## src/hdl/supercap_power_charge_controller_unit_macros.svh

```systemverilog
// ----------------------------------------------------------------------------
// Supercap charge controller assertion macros
// Shared concurrent assertion forms, clocked on clk and disabled in reset.
// ----------------------------------------------------------------------------
`ifndef SUPERCAP_POWER_CHARGE_CONTROLLER_UNIT_MACROS_SVH
`define SUPERCAP_POWER_CHARGE_CONTROLLER_UNIT_MACROS_SVH

// condition holds at every edge out of reset
`define SCPC_ASSERT_ALWAYS(label, cond, msg) \
  label: assert property (@(posedge clk) disable iff (rst) (cond)) else $error(msg);

// consequent holds in the same cycle as the antecedent
`define SCPC_ASSERT_IMPLY(label, ante, cons, msg) \
  label: assert property (@(posedge clk) disable iff (rst) (ante) |-> (cons)) else $error(msg);

// consequent holds in the cycle after the antecedent
`define SCPC_ASSERT_NEXT(label, ante, cons, msg) \
  label: assert property (@(posedge clk) disable iff (rst) (ante) |=> (cons)) else $error(msg);

`endif

```

## src/hdl/scpc_pkg.sv

```systemverilog
// ----------------------------------------------------------------------------
// Supercap charge controller package
// Shared types, register indexes and fixed-point constants.
// ----------------------------------------------------------------------------
`timescale 1ns / 1ps

package scpc_pkg;

  // configuration register indexes
  localparam logic [2:0] CFG_TARGET_POWER = 3'd0;
  localparam logic [2:0] CFG_MAX_VOLTAGE  = 3'd1;
  localparam logic [2:0] CFG_MIN_VOLTAGE  = 3'd2;
  localparam logic [2:0] CFG_LINK_TIMEOUT = 3'd3;
  localparam logic [2:0] CFG_STEADY_TIME  = 3'd4;

  // register reset values
  localparam logic [15:0] TARGET_POWER_RST = 16'd1200;
  localparam logic [14:0] MAX_VOLTAGE_RST  = 15'd23800;
  localparam logic [14:0] MIN_VOLTAGE_RST  = 15'd13000;
  localparam logic [7:0]  LINK_TIMEOUT_RST = 8'd250;
  localparam logic [15:0] STEADY_TIME_RST  = 16'd200;

  // control constants, integral in 1/1600 units
  localparam logic signed [23:0] INTEG_INIT  = 24'sd8000;
  localparam logic signed [24:0] INTEG_LIMIT = 25'sd3200000;
  localparam logic [15:0] LOW_ENERGY_PID     = 16'd960;
  localparam logic [15:0] LOW_ENERGY_CTRL    = 16'd800;
  localparam logic [15:0] DISCHARGE_MARGIN   = 16'd1500;
  localparam logic [8:0]  LINK_SAT           = 9'd256;

  // steady-motion detector stages
  localparam logic [1:0] STEADY_IDLE  = 2'd0;
  localparam logic [1:0] STEADY_TIMED = 2'd1;
  localparam logic [1:0] STEADY_DONE  = 2'd2;

  // dac scaling: code = base + min(sum / 9600, 235), 9600 = 128 * 75
  localparam logic [10:0] DAC_BASE = 11'd1270;
  localparam logic [10:0] DAC_MAX  = 11'd1505;
  // largest sum that still maps below the span limit plus one step
  localparam logic signed [28:0] SUM_CLIP = 29'sd2265599;
  // ceil(2^22 / 75), exact for quotients of 15-bit values
  localparam logic [15:0] DAC_RECIP = 16'd55925;
  localparam int unsigned DAC_SHIFT = 22;

  // configuration register set
  typedef struct packed {
    logic [15:0] target_power;
    logic [14:0] max_voltage_mv;
    logic [14:0] min_voltage_mv;
    logic [7:0]  link_timeout;
    logic [15:0] steady_time;
  } scpc_cfg_t;

  // one input item
  typedef struct packed {
    logic        starting;
    logic        link_ok;
    logic        remote_mode;
    logic        shift_pressed;
    logic [15:0] chassis_power;
    logic [15:0] remain_energy;
    logic signed [15:0] speed_target;
    logic [14:0] cap_voltage_mv;
    logic [31:0] tick_time;
  } scpc_in_t;

  // control result handed to the dac scaling stage
  typedef struct packed {
    logic        dac_on;
    logic [14:0] quo_in;
    logic        charge_switch;
    logic        discharge_switch;
    logic        discharge_allowed;
    logic        steady_motion;
  } scpc_res_t;

endpackage

```

## src/hdl/scpc_ctrl.sv

```systemverilog
// ----------------------------------------------------------------------------
// Supercap charge controller state update
// Flags, link counter, steady detector and PI integral for one tick.
// ----------------------------------------------------------------------------
`timescale 1ns / 1ps
`include "supercap_power_charge_controller_unit_macros.svh"

module scpc_ctrl (
  input  logic              clk,
  input  logic              rst,
  input  logic              en,
  input  scpc_pkg::scpc_cfg_t cfg,
  input  scpc_pkg::scpc_in_t  item,
  output scpc_pkg::scpc_res_t res
);

  // state
  logic        charge_flag, charge_flag_next;
  logic        discharge_flag, discharge_flag_next;
  logic [8:0]  link_cnt, link_cnt_next;
  logic signed [23:0] integ, integ_next;
  logic [1:0]  steady_stage, steady_stage_next;
  logic [31:0] steady_start, steady_start_next;
  logic        steady_latched, steady_latched_next;
  logic signed [15:0] prev_speed, prev_speed_next;

  // working values
  logic        charge_mid;
  logic        link_in_time;
  logic        same;
  logic        low_gain;
  logic [31:0] elapsed;
  logic signed [16:0] err;
  logic signed [21:0] ierr;
  logic signed [24:0] integ_sum;
  logic signed [23:0] integ_base, integ_clamped;
  logic signed [28:0] p_term, sum;
  logic [21:0] clip_val;

  // tick update
  always_comb begin
    charge_flag_next    = charge_flag;
    discharge_flag_next = discharge_flag;
    link_cnt_next       = link_cnt;
    integ_next          = integ;
    steady_stage_next   = steady_stage;
    steady_start_next   = steady_start;
    steady_latched_next = steady_latched;
    prev_speed_next     = prev_speed;
    integ_base          = integ;
    link_in_time        = 1'b0;
    charge_mid          = charge_flag;
    sum                 = '0;
    low_gain            = 1'b0;

    // start-up and link check
    if (item.starting) begin
      integ_base          = scpc_pkg::INTEG_INIT;
      discharge_flag_next = 1'b0;
    end else begin
      if (!item.link_ok) begin
        if (link_cnt < scpc_pkg::LINK_SAT) link_cnt_next = link_cnt + 9'd1;
      end else begin
        link_cnt_next = '0;
      end
      link_in_time        = link_cnt_next <= {1'b0, cfg.link_timeout};
      charge_mid          = link_in_time;
      discharge_flag_next = link_in_time && !item.remote_mode && item.shift_pressed &&
                            (item.cap_voltage_mv > cfg.min_voltage_mv);
    end
    integ_next = integ_base;

    same    = (item.speed_target != 16'sd0) && (item.speed_target == prev_speed);
    elapsed = item.tick_time - steady_start;

    // error terms
    err       = $signed({1'b0, cfg.target_power}) - $signed({1'b0, item.chassis_power});
    integ_sum = '0;
    integ_clamped = integ_base;
    ierr      = '0;
    p_term    = '0;

    // steady detector and pi loop, only while charging
    if (charge_mid) begin
      if (same && steady_stage == scpc_pkg::STEADY_IDLE) begin
        steady_start_next = item.tick_time;
        steady_stage_next = scpc_pkg::STEADY_TIMED;
      end else if (same && steady_stage == scpc_pkg::STEADY_TIMED) begin
        if (elapsed > {16'd0, cfg.steady_time}) steady_stage_next = scpc_pkg::STEADY_DONE;
      end else if (same && steady_stage == scpc_pkg::STEADY_DONE) begin
        steady_latched_next = 1'b1;
      end else begin
        steady_stage_next   = scpc_pkg::STEADY_IDLE;
        steady_latched_next = 1'b0;
      end
      prev_speed_next = item.speed_target;

      low_gain = !item.shift_pressed && (item.speed_target != 16'sd0) && steady_latched_next;

      // integral grows by err * I * 2, clamped
      ierr      = low_gain ? (22'(err) <<< 4) : (22'(err) * 22'sd20);
      integ_sum = 25'(integ_base) + 25'(ierr);
      if (integ_sum > scpc_pkg::INTEG_LIMIT)
        integ_clamped = 24'(scpc_pkg::INTEG_LIMIT);
      else if (integ_sum < -scpc_pkg::INTEG_LIMIT)
        integ_clamped = 24'(-scpc_pkg::INTEG_LIMIT);
      else
        integ_clamped = 24'(integ_sum);
      integ_next = integ_clamped;

      p_term = 29'(err) * (low_gain ? 29'sd1100 : 29'sd1500);

      if (item.remain_energy < scpc_pkg::LOW_ENERGY_PID) begin
        integ_next = '0;
        charge_mid = 1'b0;
        sum        = '0;
      end else begin
        sum = p_term + 29'(integ_clamped);
      end
    end

    charge_flag_next = charge_mid;
    if (item.remain_energy < scpc_pkg::LOW_ENERGY_CTRL) charge_flag_next = 1'b0;
  end

  // clip the pi sum to the range that the dac span covers
  always_comb begin
    if (sum <= 29'sd0)
      clip_val = '0;
    else if (sum > scpc_pkg::SUM_CLIP)
      clip_val = 22'(scpc_pkg::SUM_CLIP);
    else
      clip_val = 22'(sum);
  end

  // result of this tick
  always_comb begin
    res.dac_on            = (charge_flag || !item.starting) ?
                            (item.starting ? charge_flag : link_in_time) : 1'b0;
    res.quo_in            = clip_val[21:7];
    res.charge_switch     = charge_flag_next && (item.cap_voltage_mv < cfg.max_voltage_mv);
    res.discharge_switch  = discharge_flag_next;
    res.discharge_allowed = item.shift_pressed && discharge_flag_next &&
                            ({1'b0, item.cap_voltage_mv} >
                             ({1'b0, cfg.min_voltage_mv} + scpc_pkg::DISCHARGE_MARGIN));
    res.steady_motion     = steady_latched_next;
  end

  // state registers
  always_ff @(posedge clk) begin
    if (rst) begin
      charge_flag    <= 1'b0;
      discharge_flag <= 1'b0;
      link_cnt       <= '0;
      integ          <= scpc_pkg::INTEG_INIT;
      steady_stage   <= scpc_pkg::STEADY_IDLE;
      steady_start   <= '0;
      steady_latched <= 1'b0;
      prev_speed     <= '0;
    end else if (en) begin
      charge_flag    <= charge_flag_next;
      discharge_flag <= discharge_flag_next;
      link_cnt       <= link_cnt_next;
      integ          <= integ_next;
      steady_stage   <= steady_stage_next;
      steady_start   <= steady_start_next;
      steady_latched <= steady_latched_next;
      prev_speed     <= prev_speed_next;
    end
  end

  `SCPC_ASSERT_ALWAYS(a_link_sat, link_cnt <= scpc_pkg::LINK_SAT, "link counter past saturation")
  `SCPC_ASSERT_IMPLY(a_latch_stage, steady_latched, steady_stage == scpc_pkg::STEADY_DONE, "steady latch without final stage")
  `SCPC_ASSERT_ALWAYS(a_integ_range, (integ <= 24'sd3200000) && (integ >= -24'sd3200000), "integral outside clamp")

endmodule

```

## src/hdl/supercap_power_charge_controller_unit.sv

```systemverilog
// ----------------------------------------------------------------------------
// Supercap power charge controller
// Per control tick: charge and discharge flags, PI power loop and dac code.
// ----------------------------------------------------------------------------
// Usage:
//   s_* carries one control tick per beat (flags, power, energy, speed target,
//   capacitor voltage, timer). m_* returns one result beat per tick: dac code,
//   charge and discharge switches, discharge-allowed and steady-motion flags.
//   cfg_* writes a register by index (target power, max and min voltage, link
//   timeout, steady time); cfg_ready is always high, write only while idle.
// Pipeline and throughput:
//   three stages: input register, state update with the pi sum register, and
//   the dac scaling multiply into the output register. One beat is taken every
//   cycle while m_tready stays high.
// Reset:
//   rst clears the stage valid bits and sets all config registers and controller state to
//   their defaults (integral 8000, flags and counters zero).
// Stall:
//   when m_tready is low the result holds; the earlier stages keep filling
//   until each holds a beat, and only then does s_tready drop.
// ----------------------------------------------------------------------------
`timescale 1ns / 1ps
`include "supercap_power_charge_controller_unit_macros.svh"

module supercap_power_charge_controller_unit (
  input  logic         clk,
  input  logic         rst,
  // config write
  input  logic         cfg_valid,
  output logic         cfg_ready,
  input  logic [2:0]   cfg_index,
  input  logic [15:0]  cfg_data,
  // input ticks
  input  logic         s_tvalid,
  output logic         s_tready,
  // starting, link_ok, remote_mode, shift_pressed, chassis_power[16],
  // remain_energy[16], speed_target[16], cap_voltage_mv[15], tick_time[32], pad
  input  logic [103:0] s_tdata,
  // results
  output logic         m_tvalid,
  input  logic         m_tready,
  // dac_code[11], charge_switch, discharge_switch, discharge_allowed,
  // steady_motion, pad
  output logic [15:0]  m_tdata
);

  scpc_pkg::scpc_cfg_t cfg;
  scpc_pkg::scpc_in_t  a_item;
  scpc_pkg::scpc_res_t ctrl_res, b_res;
  logic        a_valid, b_valid, c_valid;
  logic        adv_b, adv_c;
  logic [30:0] prod;
  logic [7:0]  quot;
  logic [10:0] dac_code;
  logic        charge_switch, discharge_switch, discharge_allowed, steady_motion;

  assign cfg_ready = 1'b1;

  // config registers
  always_ff @(posedge clk) begin
    if (rst) begin
      cfg.target_power   <= scpc_pkg::TARGET_POWER_RST;
      cfg.max_voltage_mv <= scpc_pkg::MAX_VOLTAGE_RST;
      cfg.min_voltage_mv <= scpc_pkg::MIN_VOLTAGE_RST;
      cfg.link_timeout   <= scpc_pkg::LINK_TIMEOUT_RST;
      cfg.steady_time    <= scpc_pkg::STEADY_TIME_RST;
    end else if (cfg_valid && cfg_ready) begin
      unique case (cfg_index)
        scpc_pkg::CFG_TARGET_POWER: cfg.target_power   <= cfg_data;
        scpc_pkg::CFG_MAX_VOLTAGE:  cfg.max_voltage_mv <= cfg_data[14:0];
        scpc_pkg::CFG_MIN_VOLTAGE:  cfg.min_voltage_mv <= cfg_data[14:0];
        scpc_pkg::CFG_LINK_TIMEOUT: cfg.link_timeout   <= cfg_data[7:0];
        scpc_pkg::CFG_STEADY_TIME:  cfg.steady_time    <= cfg_data;
        default: ;
      endcase
    end
  end

  // pipeline advance
  assign adv_c    = b_valid && (!c_valid || m_tready);
  assign adv_b    = a_valid && (!b_valid || adv_c);
  assign s_tready = !a_valid || adv_b;

  // valid bits
  always_ff @(posedge clk) begin
    if (rst) begin
      a_valid <= 1'b0;
      b_valid <= 1'b0;
      c_valid <= 1'b0;
    end else begin
      if (s_tready) a_valid <= s_tvalid;
      if (!b_valid || adv_c) b_valid <= adv_b;
      if (!c_valid || m_tready) c_valid <= adv_c;
    end
  end

  // input register
  always_ff @(posedge clk) begin
    if (s_tvalid && s_tready) begin
      a_item.starting       <= s_tdata[0];
      a_item.link_ok        <= s_tdata[1];
      a_item.remote_mode    <= s_tdata[2];
      a_item.shift_pressed  <= s_tdata[3];
      a_item.chassis_power  <= s_tdata[19:4];
      a_item.remain_energy  <= s_tdata[35:20];
      a_item.speed_target   <= s_tdata[51:36];
      a_item.cap_voltage_mv <= s_tdata[66:52];
      a_item.tick_time      <= s_tdata[98:67];
    end
  end

  scpc_ctrl u_ctrl (
    .clk  (clk),
    .rst  (rst),
    .en   (adv_b),
    .cfg  (cfg),
    .item (a_item),
    .res  (ctrl_res)
  );

  // pi sum register
  always_ff @(posedge clk) begin
    if (adv_b) b_res <= ctrl_res;
  end

  // divide by 75 through the reciprocal
  assign prod = 31'(b_res.quo_in) * 31'(scpc_pkg::DAC_RECIP);
  assign quot = prod[scpc_pkg::DAC_SHIFT +: 8];

  // output register
  always_ff @(posedge clk) begin
    if (adv_c) begin
      dac_code          <= b_res.dac_on ? (scpc_pkg::DAC_BASE + 11'(quot)) : '0;
      charge_switch     <= b_res.charge_switch;
      discharge_switch  <= b_res.discharge_switch;
      discharge_allowed <= b_res.discharge_allowed;
      steady_motion     <= b_res.steady_motion;
    end
  end

  assign m_tvalid = c_valid;
  assign m_tdata  = {1'b0, steady_motion, discharge_allowed, discharge_switch,
                     charge_switch, dac_code};

  `SCPC_ASSERT_IMPLY(a_dac_range, m_tvalid, (dac_code == 11'd0) || ((dac_code >= scpc_pkg::DAC_BASE) && (dac_code <= scpc_pkg::DAC_MAX)), "dac code out of range")
  `SCPC_ASSERT_IMPLY(a_allow_needs_dis, m_tvalid && discharge_allowed, discharge_switch, "discharge allowed while switch off")
  `SCPC_ASSERT_IMPLY(a_charge_has_dac, m_tvalid && charge_switch, dac_code != 11'd0, "charge switch on with zero dac code")
  `SCPC_ASSERT_NEXT(a_stall_holds_b, b_valid && !adv_c, b_valid, "pi stage dropped a beat")

endmodule
```

## config.mk

```make
export PLATFORM = sky130hd
export DESIGN_NAME = supercap_power_charge_controller_unit
export DESIGN_NICKNAME = d
export VERILOG_FILES = /design/src/hdl/scpc_pkg.sv /design/src/hdl/scpc_ctrl.sv /design/src/hdl/supercap_power_charge_controller_unit.sv
export VERILOG_INCLUDE_DIRS = /design/src /design/src/hdl
export SDC_FILE = /design/constraint.sdc
export NUM_CORES = 1
export LEC_CHECK = 0
export BUFFER_PORTS_ARGS = -buffer_cell sky130_fd_sc_hd__buf_2
export CAP_MARGIN = 40
export CORE_ASPECT_RATIO = 0.9
export CORE_MARGIN = 5
export CORE_UTILIZATION = 35
export CTS_CLUSTER_DIAMETER = 50
export DETAILED_ROUTE_END_ITERATION = 12
export SKIP_CTS_REPAIR_TIMING = 1
export SLEW_MARGIN = 20
export SYNTH_ARGS = -nofsm -noshare
export SYNTH_HDL_FRONTEND = slang
export SYNTH_SLANG_ARGS = --single-unit
```

## constraint.sdc

```tcl
create_clock -name clk -period 12.4 [get_ports clk]
set_input_delay 1.24 -clock clk [delete_from_list [all_inputs] [get_ports clk]]
set_output_delay 1.24 -clock clk [all_outputs]
set_load 0.005 [all_outputs]
```

Yosys cells after proc, flatten, opt, wreduce, memory -nomap -nowiden
Index checks and enable logic that the tools add are counted.
{"block": "totals", "ff_bits": 292, "in_bits": 128, "out_inout_bits": 19, "elab_cells": 134}
{"block": "op_classes", "add_sub_neg": 7, "n_mul": 3, "order_cmp": 12, "n_eq_ne": 9, "muxes": 28, "bitwise_logic": 1, "n_reduce_logical": 38}
{"cell": "24-bit two-way mux", "count": 6}
{"cell": "29-bit two-way mux", "count": 2}
{"cell": "22-bit two-way mux", "count": 2}
{"cell": "9-bit two-way mux", "count": 4}
{"cell": "32-bit by 16-bit > comparator with 1-bit output", "count": 1}
{"cell": "16-bit by 10-bit < comparator with 1-bit output (second input constant)", "count": 2}
{"cell": "32-bit subtractor", "count": 1}
{"cell": "15-bit by 16-bit multiplier with 30-bit output (second input constant)", "count": 1}
{"cell": "29-bit by 24-bit adder with 29-bit output", "count": 1}
{"cell": "29-bit by 23-bit > comparator with 1-bit output (second input constant)", "count": 1}
{"cell": "29-bit by 1-bit less-or-equal comparator with 1-bit output (second input constant)", "count": 1}
{"cell": "17-bit by 12-bit multiplier with 29-bit output", "count": 1}
{"cell": "24-bit by 22-bit adder with 25-bit output", "count": 1}
{"cell": "25-bit by 23-bit > comparator with 1-bit output (second input constant)", "count": 1}
{"cell": "25-bit by 23-bit < comparator with 1-bit output (second input constant)", "count": 1}
{"cell": "17-bit by 4-bit multiplier with 20-bit output (second input constant)", "count": 1}
{"cell": "16-bit by 16-bit subtractor with 17-bit output", "count": 1}
{"cell": "15-bit by 11-bit adder with 16-bit output (second input constant)", "count": 1}
{"cell": "16-bit equality test", "count": 1}
{"cell": "15-bit by 16-bit > comparator with 1-bit output", "count": 1}
{"cell": "16-bit nonzero test", "count": 1}
{"cell": "15-bit > comparator", "count": 1}
{"cell": "1-bit logical AND", "count": 15}
{"cell": "15-bit < comparator", "count": 1}
{"cell": "22 further kinds", "count": 49}

Logic depth before layout (Yosys ltp)
{"block": "depth", "depth_word": 19, "depth_mapped": 56, "ltp_nobuf": 53}

Hierarchy
From an unflattened synthesis, not the netlist that was laid out.
{"block": "unflattened", "cells_unflattened": 3020, "area_unflattened_um2": 27386.3}
{"module": "scpc_ctrl", "instances": 1, "cells_per_inst": 2092, "area_each_um2": 16059.2, "seq_area_each_um2": 1701.6}
{"module": "supercap_power_charge_controller_unit", "instances": 1, "cells_per_inst": 928, "area_each_um2": 11327.1, "seq_area_each_um2": 5455.2}

Worst setup path after synthesis
OpenSTA, ideal clock, no wires.
{"block": "synth_timing", "path_kind": "register to register", "startpoint": "reg a_item[80] (netlist name)", "endpoint": "reg b_res[11] (netlist name) (data pin)", "setup_ns": 0.203, "arrival_ns": 11.151, "slack_ns": 1.046, "stages_incl_launch_ff": 56, "path_buffers": 3, "period_less_slack_ns": 11.354, "path_cell_list": "edfxtp_1 inv_1 ha_1 nor2b_1 o21ai_0 a21boi_0 o21ai_0 a21boi_0 o2111ai_1 nand2_1 nor2_1 xor2_1 inv_1 ha_1 ha_1 and2_1 a31oi_1 o21ai_0 (+20 left out) inv_1 fa_1 inv_1 fa_1 inv_1 ha_1 o21a_1 o31a_1 o211ai_2 a31o_1 a21oi_1 o21a_1 a2111o_1 a21oi_1 o211ai_1 and2_1 buf_2 a2111oi_1"}
{"block": "synth_via", "elab_chain_len": 13}
{"element": "start, declared", "line_no": "supercap_power_charge_controller_unit.sv:48", "rtl": "scpc_pkg::scpc_in_t a_item;"}
{"element": "16-bit by 16-bit subtractor with 17-bit output *", "line_no": "scpc_ctrl.sv:77", "rtl": "err = $signed({1'b0, cfg.target_power}) - $signed({1'b0, item.chassis_power});"}
{"element": "17-bit by 4-bit multiplier with 20-bit output", "line_no": "scpc_ctrl.sv:101", "rtl": "ierr = low_gain ? (22'(err) <<< 4) : (22'(err) * 22'sd20);"}
{"element": "22-bit two-way mux", "line_no": "scpc_ctrl.sv:101"}
{"element": "24-bit by 22-bit adder with 25-bit output", "line_no": "scpc_ctrl.sv:102", "rtl": "integ_sum = 25'(integ_base) + 25'(ierr);"}
{"element": "25-bit by 23-bit < comparator with 1-bit output", "line_no": "scpc_ctrl.sv:105", "rtl": "else if (integ_sum < -scpc_pkg::INTEG_LIMIT)"}
{"element": "24-bit two-way mux", "line_no": "scpc_ctrl.sv:105"}
{"element": "24-bit two-way mux", "line_no": "scpc_ctrl.sv:103", "rtl": "if (integ_sum > scpc_pkg::INTEG_LIMIT)"}
{"element": "24-bit two-way mux", "line_no": "scpc_ctrl.sv:84", "rtl": "if (charge_mid) begin"}
{"element": "29-bit by 24-bit adder with 29-bit output *", "line_no": "scpc_ctrl.sv:118", "rtl": "sum = p_term + 29'(integ_clamped);"}
{"element": "29-bit two-way mux *", "line_no": "scpc_ctrl.sv:113", "rtl": "if (item.remain_energy < scpc_pkg::LOW_ENERGY_PID) begin"}
{"element": "29-bit two-way mux *", "line_no": "scpc_ctrl.sv:84"}
{"element": "29-bit by 23-bit > comparator with 1-bit output / 29-bit by 1-bit less-or-equal comparator with 1-bit output (equally long branches)", "line_no": "scpc_ctrl.sv:130, scpc_ctrl.sv:128"}
{"element": "2-bit OR reduction (no line)"}
{"element": "end signal, assigned", "line_no": "supercap_power_charge_controller_unit.sv:123", "rtl": "if (adv_b) b_res <= ctrl_res;"}
{"element": "end, declared", "line_no": "supercap_power_charge_controller_unit.sv:49", "rtl": "scpc_pkg::scpc_res_t ctrl_res, b_res;"}
Every way passes the cells marked *; elsewhere a longest branch is shown, timed or not. The select of a mux whose other input is x is not followed.
A chain may end at the register's enable or synchronous reset.

Worst setup path after layout
Ends and elaborated chain as after synthesis.

==> metrics.cfg <==
[floorplanning]
row_count = 97
boundaryPins = 147
start_util_pct = 35.1
chipWidth_um = 304
die_h_um = 274
core_um2 = 77400
dieArea_um2 = 83300

[clocking]
clk_latency_ns = 0.59
h-tree-depth = 2
numCtsBuffers = 42
cts_sinks = 285
cts_tree = yes
max-clock-path-buffers = 3
clockRootBuffer = clkbuf_16
clk_pin_slew_ns = 0.06

[placed_design]
io_buffers = 132
hpwl_um = 54600
dpl_cell_area_um2 = 29500
place_congestion = 0.896

[synth]
synth_edf_count = 127
synth_cell_type_count = 95
synthCells = 2978
synth_ff_type = dfxtp_1
synth_seq_cells = 285
yosysWarningCount = 0
seq_area_frac_synth_pct = 25.7
async_flop_share_pct = 0
avgSynthCellArea_um2 = 9.12
syn_area_um2 = 27200

[setup_path]
r2r_slack_ns = 0.58
critPathMaxFanout = 7
r2r-end = b_res[11]
reg2reg_from = a_item[80]
crit_slowest_cell = fa_1
startpoint_type = flop
cp.arrival_ns = 12.15
r2r_cells = 52
slowest_delay_ns = 0.54
crit_type = flop to flop
endpoint = b_res[11]
cp_common_cell = buf_4
critical_path_required_ns = 12.73
end_kind = flop
cp-startpoint = a_item[80]

[sta]
final_max_slew_viol_count = 0
final_hold_viol_count = 0
max_clock_freq_mhz = 84.6
fin_crit_sh_pct = 95.3
finalSetupViolations = 0
period_needed_ns = 11.82
relSlewSlack_pct = 46.9
tightest_slew_ns = 0.791
skew_ns = 0.0380
fin_hold_ws_ns = 0.418

[detailed_routing]
wl_per_cell_um = 16.0
drc = 0
ant_nets = 0
num_vias = 21200
drt_iter0_drc = 1047
via_per_inst = 4.98
drtPass1Iterations = 5
wl_um = 67800

[global_route]
gr-total-overflow = 0
grt_max_degree = 70
first_global_vias = 21100
grt_first_pass_wirelength_um = 110000
globalRouteTotalUtil_pct = 16.0
antenna_found_initial = 3

[cells_and_area]
nets = 3875
nFillCells = 7748
post-route-cell-area_um2 = 31400
antenna_cells = 0
drive_gt1_share_pct = 12.2
area_growth_pct = 15.4
multi_input_area_um2 = 18400
ff_latch_area_um2 = 6980

[outcome]
status = completed

[flow_run]
maxCapViolations = 0

[worst_hold_path]
worstHoldPathCells = 0
hold_path.class = flop to flop

layout by cell type, fill, tap and decap left out, types with 19 or more instances in the layout:
cell type and instances:
xnor2_1 84, a21oi_1 189, nand4_1 34, nor2_1 170
nand3_1 43, o21a_1 43, buf_4 97, ha_1 366
o21ai_0 75, fa_1 205, clkbuf_16 44, nor2b_1 43
xor2_1 36, inv_1 458, nor3_1 38, nand2_1 320
and2_1 19, and3_1 20, a21o_1 53, mux2i_1 33
a211oi_1 21, buf_2 131, edfxtp_1 127, dfxtp_1 158
nand3b_1 28
cells in the mapped netlist (all sizes together), types with 17 or more instances:
master | count | area (um^2)
a211o | 17 | 149
a211oi | 25 | 188
a21o | 53 | 398
a21oi | 193 | 966
and2 | 21 | 131
and3 | 20 | 125
clkbuf | 65 | 245
dfxtp | 158 | 3160
edfxtp | 127 | 3810
fa | 205 | 4100
ha | 368 | 4600
inv | 461 | 1730
mux2i | 33 | 330
nand2 | 322 | 1210
nand3 | 43 | 215
nand3b | 28 | 210
nand4 | 34 | 213
nor2 | 170 | 638
nor2b | 45 | 282
nor3 | 40 | 200
o21a | 43 | 323
o21ai | 86 | 430
o31ai | 18 | 149
xnor2 | 94 | 831
xor2 | 36 | 315
state kept, by name, summed over array words and instances, names as in the netlist, 2 cells and up:
| register | cells |
|---|---|
| a_item | 93 |
| cfg | 70 |
| u_ctrl.steady_start | 32 |
| u_ctrl.integ | 24 |
| b_res | 20 |
| u_ctrl.prev_speed | 16 |
| dac_code | 10 |
| u_ctrl.link_cnt | 9 |
| u_ctrl.steady_stage | 2 |
how the worst min path moves through the flow:
stage / endpoint / startpoint / slack [ns]
finish: steady_motion / b_res[0] / 0.42
global route: steady_motion / b_res[0] / 0.43
CTS: steady_motion / b_res[0] / 0.42
detailed placement: discharge_switch / b_res[2] / 0.40
global placement: charge_switch / b_res[3] / 0.40
floorplan: charge_switch / b_res[3] / 0.40
kinds of logic (layout without fill, tap and decap cells):
family	Yosys count	count (layout)	share of synthesized area, %
AO/OA/AOI/OAI	592	592	14.6
AND/OR/NAND/NOR	819	819	14.4
XOR/XNOR	130	130	4.22
multiplexers	36	36	1.34
buffers and inverters	541	769	7.60
adder cells (fa/ha/maj)	573	573	32.1
flip-flops	285	285	25.7
other	2	3	0.0276
metrics by stage:
stage | cells | utilization (%) | worst slack, ns | setup TNS, ns
after global routing | 4246 | 40.5 | -0.0499 | -0.0937
after detailed placement | 4159 | 38.1 | 0.122 | 0
after global placement | 4156 | 38.1 | 0.140 | 0
after CTS | 4236 | 40.1 | 0.0208 | 0
after floorplan | 2979 | - | 1.05 | 0
final | 4246 | 40.5 | 0.577 | 0
layer usage:
layer  up-vias  wire [um]  GRT usage, %
met2       412      30700          26.1
met5         -         33             0
li1      10600          -             -
met4         6       1450          3.92
met1     10100      32100          22.3
met3        98       3520          2.64
critical path: cells and delay by family (launching register included):
kind	cells	cell delay, ns
DFF	1	0.38
AOI/OAI and AO/OA	26	5.58
xor gates and xnor gates	2	0.25
buffers and inverters	10	1.23
adders and majority gates	9	3.22
and+or+nand+nor	5	0.92
layout make-up:
type / instances / area share, %
Sequential cell: 285 / 22.2
Multi-Input combinational cell: 2153 / 58.7
Timing Repair Buffer: 231 / 4.61
Clock inverter: 26 / 1.11
Tap cell: 1039 / 4.15
Clock buffer: 51 / 3.69
Inverter: 461 / 5.53
Power is not shown: default switching activity piles up to over one toggle a cycle in this logic, so the estimate is an artifact.
